`config.mk`:
```
export PLATFORM = sky130hd
export DESIGN_NAME = distributed_mutex_node_unit
export DESIGN_NICKNAME = d
export VERILOG_FILES = /design/src/design/dmx_pkg.sv /design/src/design/dmx_out_reg.sv /design/src/design/distributed_mutex_node_unit.sv
export SDC_FILE = /design/constraint.sdc
export NUM_CORES = 1
export LEC_CHECK = 0
export ABC_AREA = 0
export BUFFER_PORTS_ARGS = -buffer_cell sky130_fd_sc_hd__buf_2
export CAP_MARGIN = 20
export CORE_MARGIN = 2
export CORE_UTILIZATION = 35
export CTS_BUF_LIST = sky130_fd_sc_hd__clkbuf_8
export DETAILED_ROUTE_END_ITERATION = 10
export GPL_ROUTABILITY_DRIVEN = 0
export PLACE_DENSITY_LB_ADDON = 0.25
export SLEW_MARGIN = 25
export SYNTH_ARGS = -nofsm -noshare
export SYNTH_HDL_FRONTEND = slang
export SYNTH_HIERARCHICAL = 1
export SYNTH_SLANG_ARGS = --single-unit
```
`constraint.sdc`:
```
create_clock -name clk -period 3.3 [get_ports clk]
set_input_delay 0.33 -clock clk [delete_from_list [all_inputs] [get_ports clk]]
set_output_delay 0.33 -clock clk [all_outputs]
set_load 0.03 [all_outputs]
```
`src/design/dmx_pkg.sv`:
```
// Shared types and constants for the distributed mutex node.
// Holds opcode and message codes, sequencer states and the result word layout.
// Depends on nothing; every other design file imports it.
package dmx_pkg;

	// Fixed field widths of the ports.
	localparam int ID_W      = 5;
	localparam int OP_W      = 2;
	localparam int KIND_W    = 2;
	localparam int PSEQ_W    = 16;
	localparam int CFG_IDX_W = 1;

	// Defaults for the top-level parameters.
	localparam int DEF_MAX_NODES = 16;
	localparam int DEF_SEQ_BITS  = 16;

	// Configuration register indexes and their reset values.
	localparam logic [CFG_IDX_W-1:0] CFG_OWN_ID     = 1'd0;
	localparam logic [CFG_IDX_W-1:0] CFG_NODE_TOTAL = 1'd1;
	localparam logic [ID_W-1:0]      OWN_ID_RESET     = 5'd1;
	localparam logic [ID_W-1:0]      NODE_TOTAL_RESET = 5'd2;

	// Input event codes.
	typedef enum logic [OP_W-1:0] {
		OP_LOCAL_REQ  = 2'd0,
		OP_PEER_REQ   = 2'd1,
		OP_PEER_REPLY = 2'd2,
		OP_RELEASE    = 2'd3
	} op_t;

	// Outgoing message codes.
	typedef enum logic [KIND_W-1:0] {
		MSG_REQUEST = 2'd0,
		MSG_REPLY   = 2'd1,
		MSG_GRANT   = 2'd2
	} msg_kind_t;

	// Sequencer states.
	typedef enum logic [2:0] {
		ST_IDLE,
		ST_DISPATCH,
		ST_EMIT,
		ST_REQ_SCAN,
		ST_REL_FIND,
		ST_REL_SEND
	} state_t;

	// One result word as it travels to the output register.
	typedef struct packed {
		msg_kind_t         kind;
		logic [ID_W-1:0]   dest;
		logic [PSEQ_W-1:0] seq;
		logic              last;
	} result_t;

endpackage

```
`src/design/dmx_out_reg.sv`:
```
// Output register of the distributed mutex node.
// Holds one result word and parts the sequencer from the downstream ready.
// Depends on dmx_pkg for the result word layout.
module dmx_out_reg (
	input  logic             clk,
	input  logic             arst_n,
	input  logic             push,
	input  dmx_pkg::result_t push_data,
	output logic             can_load,
	output logic             out_valid,
	input  logic             out_ready,
	output dmx_pkg::result_t out_data
);
	import dmx_pkg::*;

	logic    valid_q;
	result_t data_q;

	// A new word may enter when the register is empty or is being emptied.
	assign can_load  = !valid_q || out_ready;
	assign out_valid = valid_q;
	assign out_data  = data_q;

	// The valid flag is control state and is reset.
	always_ff @(posedge clk or negedge arst_n) begin
		if (!arst_n) begin
			valid_q <= 1'b0;
		end else begin
			valid_q <= push || (valid_q && !out_ready);
		end
	end

	// The word itself needs no reset.
	always_ff @(posedge clk) begin
		if (push) begin
			data_q <= push_data;
		end
	end

endmodule

```
`src/design/distributed_mutex_node_unit.sv`:
```
// One node of Ricart-Agrawala distributed mutual exclusion. Each accepted word
// is latched, decided in the dispatch state, and any results leave through a
// one-word output register. An incoming request, reply or a stray event
// produces at most a single result. A local request scans the node ids from 1
// up to the highest id that receives a request (n, or n - 1 when this node
// holds id n, where n is the active node count), emitting one request per peer;
// with no peers it grants at once. A release scans ids 1 to n to find the last
// deferred peer, then scans again up to that peer to send the replies. The
// shared node-id scan counter visits one id a cycle, and holds while a result
// word waits for downstream ready.
// Configuration writes take effect at once and leave the node state untouched.
module distributed_mutex_node_unit #(
	parameter int MAX_NODES = dmx_pkg::DEF_MAX_NODES,
	parameter int SEQ_BITS  = dmx_pkg::DEF_SEQ_BITS
) (
	input  logic                           clk,
	input  logic                           arst_n,
	input  logic                           cfg_we,
	input  logic [dmx_pkg::CFG_IDX_W-1:0]  cfg_index,
	input  logic [dmx_pkg::ID_W-1:0]       cfg_data,
	input  logic                           in_valid,
	output logic                           in_ready,
	input  logic [dmx_pkg::OP_W-1:0]       opcode,
	input  logic [dmx_pkg::ID_W-1:0]       peer_id,
	input  logic [dmx_pkg::PSEQ_W-1:0]     peer_seq,
	output logic                           out_valid,
	input  logic                           out_ready,
	output logic [dmx_pkg::KIND_W-1:0]     msg_kind,
	output logic [dmx_pkg::ID_W-1:0]       dest_node,
	output logic [dmx_pkg::PSEQ_W-1:0]     msg_seq,
	output logic                           last_of_run
);
	import dmx_pkg::*;

	localparam int IDX_W  = $clog2(MAX_NODES);
	localparam int PEND_W = IDX_W;
	localparam int XW     = (ID_W > IDX_W) ? ID_W : IDX_W;
	localparam int SW     = (PSEQ_W > SEQ_BITS) ? PSEQ_W : SEQ_BITS;

	// Map a node id onto its slot in the deferred mask.
	function automatic logic [IDX_W-1:0] slot(input logic [ID_W-1:0] id);
		logic [XW-1:0] w;
		w = XW'(id) - XW'(1);
		return w[IDX_W-1:0];
	endfunction

	// Configuration registers.
	logic [ID_W-1:0] own_id_q;
	logic [ID_W-1:0] node_total_q;

	// Node state.
	logic [SEQ_BITS-1:0]  own_seq_q;
	logic [SEQ_BITS-1:0]  highest_q;
	logic [PEND_W-1:0]    pending_q;
	logic                 requesting_q;
	logic [MAX_NODES-1:0] mask_q;

	// Sequencer, scan counter and the latched input word.
	state_t              state_q;
	state_t              state_d;
	logic [ID_W-1:0]     j_q;
	logic [ID_W-1:0]     last_q;
	op_t                 op_q;
	logic [ID_W-1:0]     pid_q;
	logic [SEQ_BITS-1:0] pseq_q;

	// Derived values.
	logic [ID_W-1:0]     n_w;
	logic [ID_W-1:0]     last_req;
	logic                pid_valid;
	logic                own_valid;
	logic                defer;
	logic                j_valid;
	logic                hit;
	logic                scan_end;
	logic [SEQ_BITS-1:0] next_own_seq;
	logic [SEQ_BITS-1:0] pseq_in;
	logic [SW-1:0]       pseq_wide;
	logic [SW-1:0]       own_wide;

	// Output path.
	logic    want;
	logic    push;
	logic    can_load;
	result_t res;
	result_t out_data;

	// Active node count is the configured total capped at the mask size.
	assign n_w = (32'(node_total_q) < 32'(MAX_NODES)) ? node_total_q : ID_W'(MAX_NODES);

	// Peer checks and the highest id that receives a request.
	assign pid_valid = (pid_q != '0) && (pid_q <= n_w) && (pid_q != own_id_q);
	assign own_valid = (own_id_q != '0) && (own_id_q <= n_w);
	assign last_req  = (own_id_q == n_w) ? (n_w - ID_W'(1)) : n_w;

	// Ordering of an incoming request against this node's own pair.
	assign defer = requesting_q && ((pseq_q > own_seq_q) ||
		((pseq_q == own_seq_q) && (pid_q > own_id_q)));

	// Sequence numbers saturate at their maximum.
	assign next_own_seq = (highest_q == '1) ? highest_q : (highest_q + SEQ_BITS'(1));

	// Width conversions between the ports and the internal sequence width.
	assign pseq_wide = SW'(peer_seq);
	assign pseq_in   = pseq_wide[SEQ_BITS-1:0];
	assign own_wide  = SW'(own_seq_q);

	// Scan counter checks: a valid peer id and a deferred entry under it.
	assign j_valid  = (j_q <= n_w) && (j_q != own_id_q);
	assign hit      = j_valid && mask_q[slot(j_q)];
	assign scan_end = (j_q >= n_w);

	assign in_ready = (state_q == ST_IDLE);

	// Next-state logic of the sequencer.
	always_comb begin
		state_d = state_q;
		unique case (state_q)
			ST_IDLE: begin
				if (in_valid) begin
					state_d = ST_DISPATCH;
				end
			end
			ST_DISPATCH: begin
				state_d = ST_IDLE;
				unique case (op_q)
					OP_LOCAL_REQ: begin
						if (!requesting_q && own_valid) begin
							state_d = (n_w == ID_W'(1)) ? ST_EMIT : ST_REQ_SCAN;
						end
					end
					OP_PEER_REQ: begin
						if (pid_valid && !defer) begin
							state_d = ST_EMIT;
						end
					end
					OP_PEER_REPLY: begin
						if (pid_valid && requesting_q && (pending_q == PEND_W'(1))) begin
							state_d = ST_EMIT;
						end
					end
					OP_RELEASE: begin
						if (requesting_q && (pending_q == '0)) begin
							state_d = ST_REL_FIND;
						end
					end
				endcase
			end
			ST_EMIT: begin
				if (can_load) begin
					state_d = ST_IDLE;
				end
			end
			ST_REQ_SCAN: begin
				if (want && can_load && (j_q == last_req)) begin
					state_d = ST_IDLE;
				end
			end
			ST_REL_FIND: begin
				if (scan_end) begin
					state_d = (hit || (last_q != '0)) ? ST_REL_SEND : ST_IDLE;
				end
			end
			ST_REL_SEND: begin
				if (hit && can_load && (j_q == last_q)) begin
					state_d = ST_IDLE;
				end
			end
			default: state_d = ST_IDLE;
		endcase
	end

	// Result word offered to the output register in each state.
	always_comb begin
		want     = 1'b0;
		res.kind = MSG_GRANT;
		res.dest = '0;
		res.seq  = '0;
		res.last = 1'b1;
		unique case (state_q)
			ST_EMIT: begin
				want = 1'b1;
				if (op_q == OP_PEER_REQ) begin
					res.kind = MSG_REPLY;
					res.dest = pid_q;
				end
			end
			ST_REQ_SCAN: begin
				want     = (j_q != own_id_q);
				res.kind = MSG_REQUEST;
				res.dest = j_q;
				res.seq  = own_wide[PSEQ_W-1:0];
				res.last = (j_q == last_req);
			end
			ST_REL_SEND: begin
				want     = hit;
				res.kind = MSG_REPLY;
				res.dest = j_q;
				res.last = (j_q == last_q);
			end
			ST_IDLE, ST_DISPATCH, ST_REL_FIND: begin
				want = 1'b0;
			end
			default: want = 1'b0;
		endcase
	end

	assign push = want && can_load;

	// Configuration writes.
	always_ff @(posedge clk or negedge arst_n) begin
		if (!arst_n) begin
			own_id_q     <= OWN_ID_RESET;
			node_total_q <= NODE_TOTAL_RESET;
		end else if (cfg_we) begin
			unique case (cfg_index)
				CFG_OWN_ID:     own_id_q     <= cfg_data;
				CFG_NODE_TOTAL: node_total_q <= cfg_data;
			endcase
		end
	end

	// Latch the input word when it is accepted.
	always_ff @(posedge clk) begin
		if (in_valid && in_ready) begin
			op_q   <= op_t'(opcode);
			pid_q  <= peer_id;
			pseq_q <= pseq_in;
		end
	end

	// Sequencer state, scan counter and node state.
	always_ff @(posedge clk or negedge arst_n) begin
		if (!arst_n) begin
			state_q      <= ST_IDLE;
			j_q          <= '0;
			last_q       <= '0;
			own_seq_q    <= '0;
			highest_q    <= '0;
			pending_q    <= '0;
			requesting_q <= 1'b0;
			mask_q       <= '0;
		end else begin
			state_q <= state_d;
			unique case (state_q)
				ST_DISPATCH: begin
					unique case (op_q)
						OP_LOCAL_REQ: begin
							if (!requesting_q && own_valid) begin
								own_seq_q    <= next_own_seq;
								requesting_q <= 1'b1;
								pending_q    <= PEND_W'(n_w - ID_W'(1));
								j_q          <= ID_W'(1);
							end
						end
						OP_PEER_REQ: begin
							if (pid_valid) begin
								if (pseq_q > highest_q) begin
									highest_q <= pseq_q;
								end
								if (defer) begin
									mask_q[slot(pid_q)] <= 1'b1;
								end
							end
						end
						OP_PEER_REPLY: begin
							if (pid_valid && requesting_q && (pending_q != '0)) begin
								pending_q <= pending_q - PEND_W'(1);
							end
						end
						OP_RELEASE: begin
							if (requesting_q && (pending_q == '0)) begin
								requesting_q <= 1'b0;
								j_q          <= ID_W'(1);
								last_q       <= '0;
							end
						end
					endcase
				end
				ST_REQ_SCAN: begin
					if (!want || can_load) begin
						j_q <= j_q + ID_W'(1);
					end
				end
				ST_REL_FIND: begin
					if (hit) begin
						last_q <= j_q;
					end
					if (scan_end) begin
						j_q <= ID_W'(1);
						if (!hit && (last_q == '0)) begin
							mask_q <= '0;
						end
					end else begin
						j_q <= j_q + ID_W'(1);
					end
				end
				ST_REL_SEND: begin
					if (!hit || can_load) begin
						if (hit && (j_q == last_q)) begin
							mask_q <= '0;
						end else begin
							j_q <= j_q + ID_W'(1);
						end
					end
				end
				ST_IDLE, ST_EMIT: begin
					j_q <= j_q;
				end
				default: j_q <= j_q;
			endcase
		end
	end

	// Output register and port fields.
	dmx_out_reg u_out (
		.clk       (clk),
		.arst_n    (arst_n),
		.push      (push),
		.push_data (res),
		.can_load  (can_load),
		.out_valid (out_valid),
		.out_ready (out_ready),
		.out_data  (out_data)
	);

	assign msg_kind    = out_data.kind;
	assign dest_node   = out_data.dest;
	assign msg_seq     = out_data.seq;
	assign last_of_run = out_data.last;

`ifndef SYNTH
	// Outstanding replies exist only while this node is requesting.
	a_pend_needs_req: assert property (@(posedge clk) disable iff (!arst_n)
		(pending_q != '0) |-> requesting_q)
		else $error("replies pending while not requesting");

	// The request scan stays within the ids that receive a request.
	a_scan_in_range: assert property (@(posedge clk) disable iff (!arst_n)
		(state_q == ST_REQ_SCAN) |-> ((j_q != '0) && (j_q <= last_req)))
		else $error("request scan index out of range");

	// A grant leaves only once every reply has arrived.
	a_grant_when_done: assert property (@(posedge clk) disable iff (!arst_n)
		(push && (res.kind == MSG_GRANT)) |-> (requesting_q && (pending_q == '0)))
		else $error("grant issued with replies outstanding");

	// The final deferred reply of a release empties the deferred mask.
	a_release_clears: assert property (@(posedge clk) disable iff (!arst_n)
		((state_q == ST_REL_SEND) && push && res.last) |=> (mask_q == '0))
		else $error("deferred mask not cleared after release");
`endif

endmodule
```
Word-level counts from Yosys, hierarchy flattened:

Cells that the tools add are included.

* register bits after elaboration: 124
* bits of input ports: 34

* bitwise logic cells: 2
* add/sub/neg operators: 6
* eq/ne operators: 39
* muxes and demuxes: 50
* reduce and logical (&&, ||, !) cells: 57
* order comparisons: 11

Operator list (count)
* 2-to-1 mux 16 bit: 8
* 2-to-1 mux 5 bit: 11
* one-hot mux 16 bit (3 select lines): 1
* inequality test 2 bit, second input constant: 19
* greater-than comparator 16 bit: 2
* logical AND 1 bit: 22
* 2-to-1 mux 3 bit: 7
* one-hot mux 7 bit (3 select lines): 1
* one-hot mux 5 bit (2 select lines): 2
* one-hot mux 5 bit (4 select lines): 1
* one-hot mux 3 bit (6 select lines): 1
* adder 16 x 1 -> 16 bit, second input constant: 1
* == test 16 bit: 1
* == test 16 bit, second input constant: 1
* bitwise OR 16 bit: 1
* AND reduction 4 bit: 4
* == test 5 bit: 3
* less-or-equal comparator 5 bit: 3
* nonzero test 5 bit: 3
* one-hot mux 3 bit (4 select lines): 1
* subtractor 4 x 1 -> 4 bit, second input constant: 3
* less-than comparator 4 x 5 -> 1 bit, second input constant: 2
* inequality test 5 bit: 2
* 2-to-1 mux 4 bit: 2
* other kinds (38): 63

Depth between registers and ports, before layout:

* depth after elaboration: 10
* depth in mapped cells: 14
* gate-level depth less buffers: 12

Hierarchy:

Netlist, hierarchy kept.

By module, submodules not included
* distributed_mutex_node_unit: instances 1, area an instance 6465.0 um2, cells each 658
* dmx_out_reg: instances 1, area an instance 768.2 um2, cells each 27

Least setup slack after synthesis:

OpenSTA, ideal clock, no wires.

* kind: register to register
* from: reg node_total_q[4]
* to: reg highest_q[10]
* data arrival time: 3.284 ns
* path slack: -0.109 ns
* cell stages (with the launch flop): 13
* required time: 3.175 ns
* clock period less this slack: 3.409 ns
* path buffers: 2
* cells stage by stage: dfrtp_1 clkbuf_1 nor2b_1 inv_1 ha_1 a21o_1 a21o_1 a211o_1 a221oi_2 nand3_1 a221oi_2 buf_2 mux2_2

* word-level cells in the longest chain between the ends: 6

RTL lines
* start, declared: line distributed_mutex_node_unit.sv:49 `logic [ID_W-1:0] node_total_q;`
* start signal, assigned: line distributed_mutex_node_unit.sv:218 `CFG_NODE_TOTAL: node_total_q <= cfg_data;`
* less-than comparator 5 bit: line distributed_mutex_node_unit.sv:89 `assign n_w = (32'(node_total_q) < 32'(MAX_NODES)) ? node_total_q : ID_W'(MAX_NODES);`
* 2-to-1 mux 5 bit *: line distributed_mutex_node_unit.sv:89
* less-or-equal comparator 5 bit *: line distributed_mutex_node_unit.sv:92 `assign pid_valid = (pid_q != '0) && (pid_q <= n_w) && (pid_q != own_id_q);`
* logical AND 1 bit * (2 in series): line distributed_mutex_node_unit.sv:92
* AND reduction 4 bit (no line) *
* end signal, assigned: line distributed_mutex_node_unit.sv:259 `highest_q <= pseq_q;`
* end, declared: line distributed_mutex_node_unit.sv:53 `logic [SEQ_BITS-1:0] highest_q;`

Mark *: on every way between the ends. The rest lies on a longest branch, timed or not.
A chain may end at the register's enable or synchronous reset.

Worst setup path in the final report:

* from: reg node_total_q[4]
* to: reg mask_q[6]

* word-level cells in the longest chain between the ends: 9
* elaborated cells on any way between the ends: 19
* those cells by class: order compare (4); eq/ne (5); mux (1); reduce/logical (9)

RTL lines
* less-than comparator 5 bit: line distributed_mutex_node_unit.sv:89
* 2-to-1 mux 5 bit *: line distributed_mutex_node_unit.sv:89
* less-or-equal comparator 5 bit: line distributed_mutex_node_unit.sv:109 `assign j_valid = (j_q <= n_w) && (j_q != own_id_q);`
* logical AND 1 bit: line distributed_mutex_node_unit.sv:109
* logical AND 1 bit: line distributed_mutex_node_unit.sv:110 `assign hit = j_valid && mask_q[slot(j_q)];`
* zero test 1 bit: line distributed_mutex_node_unit.sv:291, distributed_mutex_node_unit.sv:299
* logical OR 1 bit or logical AND 1 bit (tied branches): line distributed_mutex_node_unit.sv:299, distributed_mutex_node_unit.sv:291
* inequality test 2 bit (no line)
* AND reduction 8 bit (no line) *
* end signal, assigned by index: line distributed_mutex_node_unit.sv:262 `mask_q[slot(pid_q)] <= 1'b1;`
* end signal, assigned: line distributed_mutex_node_unit.sv:292 `mask_q <= '0;`
* end signal, assigned: line distributed_mutex_node_unit.sv:301 `mask_q <= '0;`
* end, declared: line distributed_mutex_node_unit.sv:56 `logic [MAX_NODES-1:0] mask_q;`

Marks and branches as above.

==> impl_metrics.ini <==
[floorplanning]
start_util = 0.357
die_x_um = 148
num_rows = 52
fp.dieH_um = 148
core_region_area_um2 = 20200
fp.dieArea_um2 = 21800
io_pins = 60

[yosys]
synthCells = 685
synth_largest_area_cell = dfrtp_1
yosys_register_bits = 124
yosysTopAreaCellShare = 0.259
ys_types = 67
ys_warn_count = 6
avgSynthCellArea_um2 = 10.6
synth-main-ff-cell = dfrtp_1
synth_edf_count = 47
async_reset_ff_frac = 0.621
synth.top_cells.by_area = dfrtp_1, edfxtp_1, ha_1
syn-num-nets = 779
ys_seq_area_frac = 0.462
synth_area_um2 = 7230

[timing]
setup_viol = 0
max_freq_mhz = 318
fin_ws_ns = 0.153
slew_headroom = 0.419
slew_violations = 0
clock_skew_ns = 0.0139
tightestPinTransition_ns = 0.871
hold_ws_ns = -0.00932
fin_crit_ns = 3.15
fin_tns_setup_ns = 0
hold_viol = 1
period_share = 0.954

[finish]
num_antenna_cells = 0
fin_util = 0.416
syn_to_final_growth_pct = 16.4
final_nets = 859
drive_above_1_share = 0.203
final_cell_area_um2 = 8420
final_common_cell = dfrtp_1
final_cell_mix = dfrtp_1, nand2_1, ha_1, buf_2, inv_1

[drt]
vias = 5316
firstDrtPassIters = 5
ant_nets = 0
vias_per_cell = 5.07
drt-total-wl_um = 17800
detail_route.wl_per_cell_um = 17.0
remaining_drc_errors = 0
first_iter_violations = 347

[worst_setup_path]
cp_data_arrival_time_ns = 3.53
path_buf_inv = 1
cp.required_ns = 3.68
path_cells = nor2b_2, inv_1, ha_1, a21o_1, a21o_1, a211o_1, a221oi_2, nand3_1, o21bai_1, nor3b_2, a22o_1
critPathTopFamily = compound AO/OA/AOI/OAI gates
crit_type = reg -> reg
path_common_cell = a21o_1
critPathSlowestCell = dfrtp_2
end_kind = flip-flop
crit_path_max_incr_delay_ns = 0.48
crit_fanout = 9
cp-start-kind = flip-flop

[clock_network]
cts_buffer_depth = 2
cts-buffers-inserted = 17
root_buffer = clkbuf_8
cts_resized = 0
post_cts_buffers = 0
clk_latency_ns = 0.44
tritoncts = done
cts_htree_levels = 4
clock_sinks = 124
hold_buffers = 0
path_clk_slew_ns = 0.08

[pwr]
finalPower_mw = 6.56
pwr-share-clk = 0.221
combPwrFrac = 0.399
internal_power_mw = 4.03
p_leak_nw = 3.71
switching_share = 0.386
p_sw_mw = 2.53
peakVddDrop_v = 0.000307
sequentialPowerShare = 0.380
power_per_cell_area_nw_per_um2 = 779

[outcome]
status = finished, violations left
violations = hold timing

[grt]
grt_max_degree = 65
grt_use_total = 0.171
overflow = 0
antenna_found_initial = 0
grt_pass1_vias = 5349
grt_pass1_wl_um = 29000

[run]
maxCapViolations = 0

[placed_design]
dpl.hpwl_um = 13400
placed_cell_area_um2 = 7970
portBuffers = 59
dp_slack_ns = 0.111

[min_path]
hold_class = in -> async
## final cells by class
| cell class | instances | area [um^2] |
|---|---|---|
| Fill cell | 1948 | 11800 |
| Multi-Input combinational cell | 487 | 3630 |
| Sequential cell | 124 | 3340 |
| Timing Repair Buffer | 82 | 495 |
| Tap cell | 270 | 338 |
| Clock buffer | 17 | 234 |
| Inverter | 53 | 199 |
| Clock inverter | 15 | 180 |
## through the flow
stage                     hold WS (ns)  cells
after floorplan                 0.0344    685
after global placement           0.461   1016
after detailed placement         0.470   1016
after CTS                       0.0224   1048
after global routing            0.0234   1048
final                         -0.00932   1048
## Yosys cell counts (5+ instances only)
| cell type | count |
|---|---|
| a211o_1 | 5 |
| a21o_1 | 14 |
| a21oi_1 | 16 |
| a22o_1 | 21 |
| and2_1 | 6 |
| and3_1 | 9 |
| clkbuf_1 | 13 |
| dfrtp_1 | 75 |
| edfxtp_1 | 47 |
| ha_1 | 60 |
| inv_1 | 53 |
| mux2_2 | 24 |
| mux2i_1 | 13 |
| nand2_1 | 60 |
| nand2b_1 | 6 |
| nand3_1 | 32 |
| nand4_1 | 13 |
| nor2_1 | 41 |
| nor2b_1 | 13 |
| nor3_1 | 12 |
| o21a_1 | 6 |
| o21ai_0 | 45 |
| xnor2_1 | 21 |
| xor2_1 | 6 |
## worst paths after layout
path | cells past startpoint | slack [ns] | end | start
max | 11 | 0.15 | mask_q[6] | node_total_q[4]
min | 1 | -0.009 | node_total_q[0] | arst_n
max reg2reg | 11 | 0.15 | mask_q[6] | node_total_q[4]
min reg2reg | 2 | 0.48 | own_seq_q[4] | own_seq_q[4]
max in group asynchronous | 2 | 2.64 | u_out/out_valid | arst_n
min in group clk | 1 | 0.06 | pseq_q[13] | peer_seq[13]
## logic make-up after synthesis
kind of cell	count (synthesis)	share of synthesized area
xor gates and xnor gates	28	0.0358
and+or+nand+nor	218	0.156
DFF	124	0.462
adders and majority gates	60	0.104
buffers and inverters	74	0.0424
AOI/OAI and AO/OA	141	0.135
muxes	40	0.0647
## power by group through the flow
| stage | logic (mW) | clock network, mW | registers, mW |
|---|---|---|---|
| after floorplan | 1.81 | 0 | 2.54 |
| after global placement | 2.59 | 0 | 2.51 |
| after detailed placement | 2.62 | 0 | 2.51 |
| after CTS | 2.63 | 1.48 | 2.49 |
| after global routing | 2.96 | 1.56 | 2.57 |
| final | 2.62 | 1.45 | 2.50 |
## registers in the layout, indices dropped and copies added (netlist names)
| signal | count |
|---|---|
| u_out/out_data | 24 |
| highest_q | 16 |
| mask_q | 16 |
| own_seq_q | 16 |
| pseq_q | 16 |
| j_q | 5 |
| last_q | 5 |
| node_total_q | 5 |
| own_id_q | 5 |
| pid_q | 5 |
| pending_q | 4 |
| state_q | 3 |
| op_q | 2 |
| requesting_q | 1 |
| u_out/out_valid | 1 |
## worst reg2reg max path, cell delays in order, from the launching register on
cell and delay [ns]:
dfrtp_2 0.48, nor2b_2 0.15, inv_1 0.09, ha_1 0.30, a21o_1 0.19, a21o_1 0.17, a211o_1 0.30, a221oi_2 0.33
nand3_1 0.22, o21bai_1 0.32, nor3b_2 0.35, a22o_1 0.18
## routing by layer
metal	wire, um	up-vias	global-route usage	share of wire
met2	7530	143	0.253	0.42
met5	0	-	0	0
met3	1000	20	0.0358	0.056
met1	9020	2511	0.254	0.51
met4	250	0	0.0490	0.014
li1	-	2642	-	-
Note: power is estimated with default switching activity, not from simulation.
